<file path="config.mk">
export PLATFORM = sky130hd
export DESIGN_NAME = ntp_timestamp_to_calendar_top
export DESIGN_NICKNAME = d
export VERILOG_FILES = /design/src/rtl/ntc_pkg.sv /design/src/rtl/ntp_timestamp_to_calendar_top.sv /design/src/rtl/ntc_sub.sv /design/src/rtl/ntc_core.sv
export SDC_FILE = /design/constraint.sdc
export NUM_CORES = 1
export LEC_CHECK = 0
export BUFFER_PORTS_ARGS = -buffer_cell sky130_fd_sc_hd__buf_2
export CELL_PAD_IN_SITES_DETAIL_PLACEMENT = 0
export CELL_PAD_IN_SITES_GLOBAL_PLACEMENT = 1
export CORE_ASPECT_RATIO = 0.75
export CORE_MARGIN = 2
export CORE_UTILIZATION = 40
export CTS_CLUSTER_DIAMETER = 50
export DETAILED_ROUTE_END_ITERATION = 8
export PLACE_DENSITY_LB_ADDON = 0.12
export SYNTH_ARGS = -nofsm -noshare
export SYNTH_HDL_FRONTEND = slang
export SYNTH_SLANG_ARGS = --single-unit
</file>
<file path="constraint.sdc">
create_clock -name i_clk -period 11.2 [get_ports i_clk]
set_clock_uncertainty 0.1 [all_clocks]
set_input_delay 3.36 -clock i_clk [delete_from_list [all_inputs] [get_ports i_clk]]
set_output_delay 3.36 -clock i_clk [all_outputs]
set_load 0.03 [all_outputs]
</file>
<file path="src/rtl/ntc_pkg.sv">
// ----------------------------------------------------------------------------
// ntc_pkg
// Shared types, constants and calendar helpers for the NTP-to-calendar block.
// ----------------------------------------------------------------------------
package ntc_pkg;

    localparam int unsigned NTP_W     = 32;
    localparam int unsigned ZONE_W    = 5;
    localparam int unsigned OUT_W     = 40;

    // Adding the era-1 rollover (2085978496) and subtracting the 1900-to-1970
    // offset are the same operation modulo 2^32.
    localparam logic [31:0] NTP_TO_UNIX   = 32'd2208988800;
    localparam logic [31:0] SECS_PER_HOUR = 32'd3600;

    // multiplier operands for the remainder steps
    localparam logic [25:0] K_DAY_SECS  = 26'd86400;
    localparam logic [25:0] K_HOUR_SECS = 26'd3600;
    localparam logic [25:0] K_MIN_SECS  = 26'd60;
    localparam logic [25:0] K_WEEK_DAYS = 26'd7;

    // reciprocals: floor(x * RCP >> SH) is exact over the operand range
    // days: (t >> 7) / 675, 25-bit operand
    localparam logic [25:0] RCP_DAY     = 26'd50903317;
    localparam int unsigned RCP_DAY_SH  = 35;
    // hours: (sod >> 4) / 225, 13-bit operand
    localparam logic [25:0] RCP_HOUR    = 26'd9321;
    localparam int unsigned RCP_HOUR_SH = 21;
    // minutes: (rem >> 2) / 15, 10-bit operand
    localparam logic [25:0] RCP_MIN     = 26'd1093;
    localparam int unsigned RCP_MIN_SH  = 14;
    // weeks: days / 7, 16-bit operand
    localparam logic [25:0] RCP_WEEK    = 26'd74899;
    localparam int unsigned RCP_WEEK_SH = 19;

    // 1970-01-01 was a Thursday: weekday = (days mod 7 + 4) mod 7
    localparam logic [2:0] WDAY_EPOCH = 3'd4;
    localparam logic [2:0] WDAY_WRAP  = 3'd3;

    // year index counts from 1970; 2100 is the only non-leap century year in range
    localparam logic [7:0] YEAR_IDX_2100 = 8'd130;
    localparam logic [7:0] YEAR_2000_ADJ = 8'd226; // -30 mod 256
    localparam logic [3:0] LAST_MONTH_IDX = 4'd11;

    typedef enum logic [4:0] {
        ST_IDLE,
        ST_EPOCH,
        ST_ZONE,
        ST_DAY_Q,
        ST_DAY_P,
        ST_DAY_R,
        ST_HOUR_Q,
        ST_HOUR_P,
        ST_HOUR_R,
        ST_MIN_Q,
        ST_MIN_P,
        ST_MIN_R,
        ST_WDAY_Q,
        ST_WDAY_P,
        ST_WDAY_R,
        ST_YEAR,
        ST_MONTH,
        ST_DONE
    } t_state;

    typedef struct packed {
        logic [4:0] day_of_month;
        logic [3:0] month;
        logic [7:0] year_from_2000;
        logic [2:0] weekday;
        logic [4:0] hour;
        logic [5:0] minute;
        logic [5:0] second;
    } t_result;

    function automatic logic is_leap_idx(input logic [7:0] k);
        return (k[1:0] == 2'd2) && (k != YEAR_IDX_2100);
    endfunction

    // m is the month index 0..11
    function automatic logic [4:0] days_in_month(input logic leap, input logic [3:0] m);
        logic [3:0] mm;
        mm = (m > 4'd6) ? (m - 4'd1) : m;
        if (m == 4'd1) begin
            return leap ? 5'd29 : 5'd28;
        end
        return mm[0] ? 5'd30 : 5'd31;
    endfunction

endpackage

</file>
<file path="src/rtl/ntp_timestamp_to_calendar_top.sv">
// Sequence: epoch and zone adjust, reciprocal divides for days, hours, minutes and
//   weekday, year stepping from 1970, month stepping, then the output register.
// Flow: one timestamp at a time; the next input beat can be taken in the cycle after
//   the core hands off its result, and output stalls can hold off that handoff.
// Reset: synchronous, active low; clears the sequencer, output valid and zone.
// ----------------------------------------------------------------------------
// ntp_timestamp_to_calendar_top
// NTP transmit seconds to calendar date and time in a configured zone.
// ----------------------------------------------------------------------------
module ntp_timestamp_to_calendar_top
    import ntc_pkg::*;
(
    input  logic              i_clk,
    input  logic              i_rst_n,
    input  logic              i_cfg_we,
    input  logic [ZONE_W-1:0] i_cfg_wdata,    // zone_offset_hours, signed
    input  logic              s_axis_tvalid,
    output logic              s_axis_tready,
    input  logic [NTP_W-1:0]  s_axis_tdata,   // ntp_seconds
    output logic              m_axis_tvalid,
    input  logic              m_axis_tready,
    // second[5:0], minute[11:6], hour[16:12], weekday[19:17],
    // year_from_2000[27:20], month[31:28], day_of_month[36:32], zero pad
    output logic [OUT_W-1:0]  m_axis_tdata
);

    logic [ZONE_W-1:0] r_zone;
    logic              r_out_valid;
    t_result           r_out;
    logic              res_valid;
    logic              res_ready;
    t_result           res;

    always_ff @(posedge i_clk) begin
        if (!i_rst_n) begin
            r_zone <= '0;
        end else if (i_cfg_we) begin
            r_zone <= i_cfg_wdata;
        end
    end

    ntc_core u_core (
        .i_clk       (i_clk),
        .i_rst_n     (i_rst_n),
        .i_zone      (r_zone),
        .i_in_valid  (s_axis_tvalid),
        .o_in_ready  (s_axis_tready),
        .i_in_data   (s_axis_tdata),
        .o_res_valid (res_valid),
        .i_res_ready (res_ready),
        .o_res       (res)
    );

    // output register frees the core while a beat waits downstream
    assign res_ready = !r_out_valid || m_axis_tready;

    always_ff @(posedge i_clk) begin
        if (!i_rst_n) begin
            r_out_valid <= 1'b0;
        end else if (res_valid && res_ready) begin
            r_out_valid <= 1'b1;
        end else if (m_axis_tready) begin
            r_out_valid <= 1'b0;
        end
        if (res_valid && res_ready) begin
            r_out <= res;
        end
    end

    assign m_axis_tvalid = r_out_valid;
    assign m_axis_tdata  = {{(OUT_W - $bits(t_result)){1'b0}}, r_out};

endmodule

</file>
<file path="src/rtl/ntc_sub.sv">
// ----------------------------------------------------------------------------
// ntc_sub
// Shared 32-bit subtract and compare unit.
// ----------------------------------------------------------------------------
module ntc_sub
    import ntc_pkg::*;
(
    input  logic [31:0] i_a,
    input  logic [31:0] i_b,
    output logic [31:0] o_diff,
    output logic        o_ge
);

    logic [32:0] diff_ext;

    assign diff_ext = {1'b0, i_a} - {1'b0, i_b};
    assign o_diff   = diff_ext[31:0];
    assign o_ge     = ~diff_ext[32];

endmodule

</file>
<file path="src/rtl/ntc_core.sv">
// ----------------------------------------------------------------------------
// ntc_core
// Sequencer and datapath: epoch and zone adjust, reciprocal divides on one
// shared multiplier, then year and month stepping on one subtract/compare unit.
// ----------------------------------------------------------------------------
module ntc_core
    import ntc_pkg::*;
(
    input  logic              i_clk,
    input  logic              i_rst_n,
    input  logic [ZONE_W-1:0] i_zone,
    input  logic              i_in_valid,
    output logic              o_in_ready,
    input  logic [NTP_W-1:0]  i_in_data,
    output logic              o_res_valid,
    input  logic              i_res_ready,
    output t_result           o_res
);

    t_state r_state, n_state;

    logic [31:0] r_q, n_q;         // working value: seconds, then remainders
    logic [31:0] r_p, n_p;         // registered product or quotient
    logic [15:0] r_days, n_days;
    logic [4:0]  r_hour, n_hour;
    logic [5:0]  r_min, n_min;
    logic [5:0]  r_sec, n_sec;
    logic [2:0]  r_wday, n_wday;
    logic [7:0]  r_yidx, n_yidx;
    logic [3:0]  r_mon, n_mon;

    logic [31:0] alu_a, alu_b, alu_diff;
    logic        alu_ge;

    logic [25:0] mul_a, mul_b;
    logic [51:0] mul_p;

    logic [31:0] zone_prod;
    logic        leap;
    logic [4:0]  mdays;
    logic [2:0]  wday_rem;

    ntc_sub u_sub (
        .i_a    (alu_a),
        .i_b    (alu_b),
        .o_diff (alu_diff),
        .o_ge   (alu_ge)
    );

    // 26 x 26 unsigned
    assign mul_p     = {26'd0, mul_a} * {26'd0, mul_b};
    assign zone_prod = {{(32-ZONE_W){i_zone[ZONE_W-1]}}, i_zone} * SECS_PER_HOUR;
    assign leap      = is_leap_idx(r_yidx);
    assign mdays     = days_in_month(leap, r_mon);
    assign wday_rem  = alu_diff[2:0];

    // next state
    always_comb begin
        n_state = r_state;
        case (r_state)
            ST_IDLE:   if (i_in_valid) n_state = ST_EPOCH;
            ST_EPOCH:  n_state = ST_ZONE;
            ST_ZONE:   n_state = ST_DAY_Q;
            ST_DAY_Q:  n_state = ST_DAY_P;
            ST_DAY_P:  n_state = ST_DAY_R;
            ST_DAY_R:  n_state = ST_HOUR_Q;
            ST_HOUR_Q: n_state = ST_HOUR_P;
            ST_HOUR_P: n_state = ST_HOUR_R;
            ST_HOUR_R: n_state = ST_MIN_Q;
            ST_MIN_Q:  n_state = ST_MIN_P;
            ST_MIN_P:  n_state = ST_MIN_R;
            ST_MIN_R:  n_state = ST_WDAY_Q;
            ST_WDAY_Q: n_state = ST_WDAY_P;
            ST_WDAY_P: n_state = ST_WDAY_R;
            ST_WDAY_R: n_state = ST_YEAR;
            ST_YEAR:   if (!alu_ge) n_state = ST_MONTH;
            ST_MONTH: begin
                if (r_mon == LAST_MONTH_IDX || !alu_ge) n_state = ST_DONE;
            end
            ST_DONE:   if (i_res_ready) n_state = ST_IDLE;
            default:   n_state = ST_IDLE;
        endcase
    end

    // unit operands and datapath updates
    always_comb begin
        alu_a  = r_q;
        alu_b  = 32'd0;
        mul_a  = 26'd0;
        mul_b  = 26'd0;
        n_q    = r_q;
        n_p    = r_p;
        n_days = r_days;
        n_hour = r_hour;
        n_min  = r_min;
        n_sec  = r_sec;
        n_wday = r_wday;
        n_yidx = r_yidx;
        n_mon  = r_mon;
        case (r_state)
            ST_IDLE: begin
                n_q = i_in_data;
            end
            ST_EPOCH: begin
                alu_b = NTP_TO_UNIX;
                n_q   = alu_diff;
            end
            ST_ZONE: begin
                alu_b = zone_prod;
                n_q   = alu_diff;
            end
            ST_DAY_Q: begin
                mul_a  = {1'b0, r_q[31:7]};
                mul_b  = RCP_DAY;
                n_days = mul_p[RCP_DAY_SH +: 16];
            end
            ST_DAY_P: begin
                mul_a = {10'd0, r_days};
                mul_b = K_DAY_SECS;
                n_p   = mul_p[31:0];
            end
            ST_DAY_R: begin
                alu_b = r_p;
                n_q   = alu_diff;      // seconds of the day
            end
            ST_HOUR_Q: begin
                mul_a  = {13'd0, r_q[16:4]};
                mul_b  = RCP_HOUR;
                n_hour = mul_p[RCP_HOUR_SH +: 5];
            end
            ST_HOUR_P: begin
                mul_a = {21'd0, r_hour};
                mul_b = K_HOUR_SECS;
                n_p   = mul_p[31:0];
            end
            ST_HOUR_R: begin
                alu_b = r_p;
                n_q   = alu_diff;      // seconds of the hour
            end
            ST_MIN_Q: begin
                mul_a = {16'd0, r_q[11:2]};
                mul_b = RCP_MIN;
                n_min = mul_p[RCP_MIN_SH +: 6];
            end
            ST_MIN_P: begin
                mul_a = {20'd0, r_min};
                mul_b = K_MIN_SECS;
                n_p   = mul_p[31:0];
            end
            ST_MIN_R: begin
                alu_b = r_p;
                n_sec = alu_diff[5:0];
            end
            ST_WDAY_Q: begin
                mul_a = {10'd0, r_days};
                mul_b = RCP_WEEK;
                n_p   = {19'd0, mul_p[RCP_WEEK_SH +: 13]};
            end
            ST_WDAY_P: begin
                mul_a = r_p[25:0];
                mul_b = K_WEEK_DAYS;
                n_p   = mul_p[31:0];
            end
            ST_WDAY_R: begin
                alu_a  = {16'd0, r_days};
                alu_b  = r_p;
                n_wday = (wday_rem >= WDAY_WRAP) ? (wday_rem - WDAY_WRAP)
                                                 : (wday_rem + WDAY_EPOCH);
                n_yidx = 8'd0;
            end
            ST_YEAR: begin
                alu_a = {16'd0, r_days};
                alu_b = leap ? 32'd366 : 32'd365;
                if (alu_ge) begin
                    n_days = alu_diff[15:0];
                    n_yidx = r_yidx + 8'd1;
                end else begin
                    n_mon = 4'd0;
                end
            end
            ST_MONTH: begin
                alu_a = {16'd0, r_days};
                alu_b = {27'd0, mdays};
                if (r_mon != LAST_MONTH_IDX && alu_ge) begin
                    n_days = alu_diff[15:0];
                    n_mon  = r_mon + 4'd1;
                end
            end
            default: begin
                n_q = r_q;
            end
        endcase
    end

    always_ff @(posedge i_clk) begin
        if (!i_rst_n) begin
            r_state <= ST_IDLE;
        end else begin
            r_state <= n_state;
        end
        r_q    <= n_q;
        r_p    <= n_p;
        r_days <= n_days;
        r_hour <= n_hour;
        r_min  <= n_min;
        r_sec  <= n_sec;
        r_wday <= n_wday;
        r_yidx <= n_yidx;
        r_mon  <= n_mon;
    end

    assign o_in_ready  = (r_state == ST_IDLE);
    assign o_res_valid = (r_state == ST_DONE);

    always_comb begin
        o_res.second         = r_sec;
        o_res.minute         = r_min;
        o_res.hour           = r_hour;
        o_res.weekday        = r_wday;
        o_res.year_from_2000 = r_yidx + YEAR_2000_ADJ;
        o_res.month          = r_mon + 4'd1;
        o_res.day_of_month   = r_days[4:0] + 5'd1;
    end

endmodule

</file>
==> summary.md <==
| Metric | Value |
|---|---|
| Status | `finished, final reports clean` |
| Clock Path Buffers | `2` |
| Post-CTS Setup Bufs | `0` |
| Via count | `20200` |
| Final hold vios | `0` |
| Pwr/cell area | `272 nW/µm²` |
| IO buf count | `80` |
| Setup violations, final | `0` |
| Slew HR | `0.208` |
| Final Wtd Congestion | `0.934` |
| Die area | `69300 µm²` |
| Routed wl met2 | `37500 µm` |
| Area post-placement | `28800 µm²` |
| Largest net degree at the start of global routing | `56` |
| TritonCTS buffer count | `17` |
| Post-Synth XOR/XNOR Area | `0.0323` |
| Worst Setup EP | `u_core.r_days[15]` |
| Worst-Margin Slew | `1.19 ns` |
| Post-synth EDFFs | `149` |
| Die Ht | `228 µm` |
| Nature of the critical path endpoint | `register` |
| Nets | `3777` |
| CP startpoint | `u_core.r_state[1]` |
| Total Routing Usage GR | `0.266` |
| DRT Pass-1 Iters | `6` |
| Final period util | `0.907` |
| # DRC | `0` |
| Core area | `66600 µm²` |
| Fillers | `6638` |
| Synth Area in Simple Gates | `0.112` |
| Worst-path clk slew | `0.07 ns` |
| Fin crit period | `10.16 ns` |
| Slowest-stage cell, CP | `dfxtp_1` |
| Initial cell density of the core | `0.403` |
| Worst R2R End | `u_core.r_days[15]` |
| Cell area after layout | `29400 µm²` |
| Primary FF master, synth | `edfxtp_1` |
| Worst Path Required | `11.32 ns` |
| FF-to-FF Start | `u_core.r_state[1]` |
| Final HPWL DP | `77700 µm` |
| RSZ-0062 raised after global routing | `false` |
| Synth Area in Compound Gates | `0.0919` |
| CTS root buffer | `clkbuf_16` |
| Via density | `5.21` |
| CTS tree | `built` |
| Layout cells sized above 1 | `0.0720` |
| Placed Instances | `3851` |
| Vias in the first global route | `20800` |
| Setup crit start kind | `register` |
| Ys Warns | `0` |
| I/O pin cnt | `84` |
| First-pass GRT wire length | `135000 µm` |
| Total Neg Setup Slack | `0 ns` |
| Initial DRC Count | `1691` |
| Crit path DAT | `10.28 ns` |
| Top sig layer | `met4` |
| Initial antenna violation count | `0` |
| Post-CTS Resized | `0` |
| Worst hold start | `u_core.r_sec[1]` |
| Non-Filler Instances | `3884` |
| Htree depth | `4` |
| Syn Inst Count | `2827` |
| Register-to-register setup slack | `1.04 ns` |
| Max Transition Viols Final | `0` |
| Largest family of logic cells by synthesized area | `adder cells` |
| Clock sinks | `160` |
| Netlist cell types | `74` |
| Adder-Cell Fraction of Synth Area | `0.467` |
| Crit path largest cell delay | `0.85 ns` |
| HP Class | `register to register` |
| Leakage | `15.4 nW` |
| Die W | `303 µm` |
| Routed wl met3 | `6950 µm` |
| Num rows | `82` |
| Hold WS | `0.324 ns` |
| Post-CTS Hold Fix Bufs | `0` |
| Setup WS post-layout | `1.04 ns` |
| Grt total ovfl | `0` |
| Clk_lat worst skew | `0.46 ns` |
| Post-synth ARST share | `0` |
| Max Fclk | `98.4 MHz` |
| Post-synthesis mux area share | `0.0166` |
| Peak VDD IR | `0.217 mV` |
| WL met1 | `43600 µm` |
| Pre-CTS setup slack | `1.12 ns` |
| Most common cell on crit path | `fa_1` |
| Synthesized flop and latch total | `160` |
| Sequential element share of the synthesized area | `0.175` |
| Antenna viol nets, final | `0` |
| Wirelength per Cell | `23.1 µm` |
| Post-Synthesis Cell Area | `26900 µm²` |
| Crit path kind | `register to register` |
| Critical path peak fanout | `21` |
| Worst r2r path cells | `32` |
| Post-Route WL | `89600 µm` |
| Syn avg cell area | `9.50 µm²` |
| Layout area overhead | `9.30%` |
| Max-Cap Viols | `0` |
-- critical path, delay by kind of cell (launching register included) --
family          cells  cell delay, ns
buf+inv             6            0.61
simple gates       11            2.55
compound gates      7            1.96
flops               1            0.85
fa+ha+maj           8            3.83
-- power by group --
| part | switching [mW] | total (mW) | internal [mW] |
|---|---|---|---|
| sequential | 0.194 | 1.16 | 0.968 |
| clock | 0.282 | 0.618 | 0.336 |
| combinational | 4.06 | 6.20 | 2.14 |
-- layer usage --
layer | global-route usage | up-vias
met5 | 0 | -
met4 | 0.0462 | 0
met3 | 0.0437 | 80
met2 | 0.385 | 647
met1 | 0.419 | 10300
li1 | - | 9217
-- registers in the layout, indices dropped and copies added (netlist names) --
| signal | count |
|---|---|
| m_axis_tdata | 37 |
| u_core.r_p | 32 |
| u_core.r_q | 32 |
| u_core.r_days | 16 |
| u_core.r_yidx | 8 |
| u_core.r_min | 6 |
| u_core.r_sec | 6 |
| r_zone | 5 |
| u_core.r_hour | 5 |
| u_core.r_state | 5 |
| u_core.r_mon | 4 |
| u_core.r_wday | 3 |
| m_axis_tvalid | 1 |
-- cell families (layout without fill, tap and decap cells) --
kind of cell	count (synthesis)	in the layout
muxes	41	41
AOI/OAI and AO/OA	394	394
adders and majority gates	747	747
DFF	160	160
buffers and inverters	748	812
xor gates and xnor gates	99	99
and+or+nand+nor	636	636
other	2	113
-- worst min path at each step --
| stage | to | slack, ns | cells after the start |
|---|---|---|---|
| after CTS | m_axis_tdata[1] | 0.32 | 0 |
| after global placement | m_axis_tdata[5] | 0.31 | 0 |
| after detailed placement | m_axis_tdata[1] | 0.31 | 0 |
| final | m_axis_tdata[1] | 0.32 | 0 |
| after floorplan | m_axis_tdata[0] | 0.30 | 0 |
| after global routing | m_axis_tdata[1] | 0.33 | 0 |
-- cells in the mapped netlist (4+ instances only) --
| cell type | n | area [µm²] |
|---|---|---|
| a211oi_1 | 14 | 105 |
| a21o_1 | 51 | 383 |
| a21oi_1 | 122 | 611 |
| a221oi_1 | 10 | 87.6 |
| a22oi_1 | 14 | 105 |
| a31oi_1 | 11 | 68.8 |
| and2_1 | 35 | 219 |
| and3_1 | 48 | 300 |
| and4_1 | 4 | 35.0 |
| buf_1 | 9 | 33.8 |
| buf_2 | 6 | 30.0 |
| clkbuf_1 | 67 | 251 |
| dfxtp_1 | 11 | 220 |
| edfxtp_1 | 149 | 4470 |
| fa_1 | 425 | 8510 |
| ha_1 | 322 | 4030 |
| inv_1 | 663 | 2490 |
| mux2_2 | 28 | 315 |
| mux2i_1 | 13 | 130 |
| nand2_1 | 215 | 807 |
| nand2b_1 | 28 | 175 |
| nand3_1 | 33 | 165 |
| nand4_1 | 20 | 125 |
| nor2_1 | 157 | 589 |
| nor2b_1 | 31 | 194 |
| nor3_1 | 25 | 125 |
| o211ai_1 | 8 | 60.1 |
| o21a_1 | 9 | 67.6 |
| o21ai_0 | 71 | 355 |
| o21ai_1 | 24 | 120 |
| o21bai_1 | 14 | 105 |
| o31a_1 | 4 | 35.0 |
| or2_2 | 19 | 119 |
| or3_1 | 5 | 31.3 |
| xnor2_1 | 55 | 482 |
| xor2_1 | 44 | 385 |
-- through the flow --
stage | util | total power [mW]
after CTS | 0.441 | 7.97
after global placement | 0.432 | 7.36
after global routing | 0.441 | 8.69
final | 0.441 | 7.98
after detailed placement | 0.432 | 7.31
after floorplan | - | 5.06
-- placed cells by master, fill, tap and decap left out, types with 10 or more instances in the layout --
master,instances
inv_1,663
fa_1,425
ha_1,322
nand2_1,215
nor2_1,151
edfxtp_1,149
a21oi_1,122
conb_1,111
buf_2,80
o21ai_0,71
xnor2_1,55
a21o_1,51
and3_1,48
xor2_1,44
buf_4,38
and2_1,35
nand3_1,33
nor2b_1,31
nand2b_1,28
mux2_2,28
o21ai_1,24
nor3_1,23
nand4_1,20
or2_2,19
clkbuf_16,17
a22oi_1,14
a211oi_1,14
o21bai_1,14
mux2i_1,13
a31oi_1,11
dfxtp_1,11
a221oi_1,10
-- cell type report --
class	instances	area, µm²	share of cell area
diodes	2	5.00	0.000170
multi-input cells	2028	19800	0.674
repair buffers	118	686	0.0234
flip-flops and latches	160	4690	0.160
inverters	663	2490	0.0848
clock buffers	17	425	0.0145
well taps	882	1100	0.0376
clock inverters	14	169	0.00575
Power figures use the tool's default switching activity.
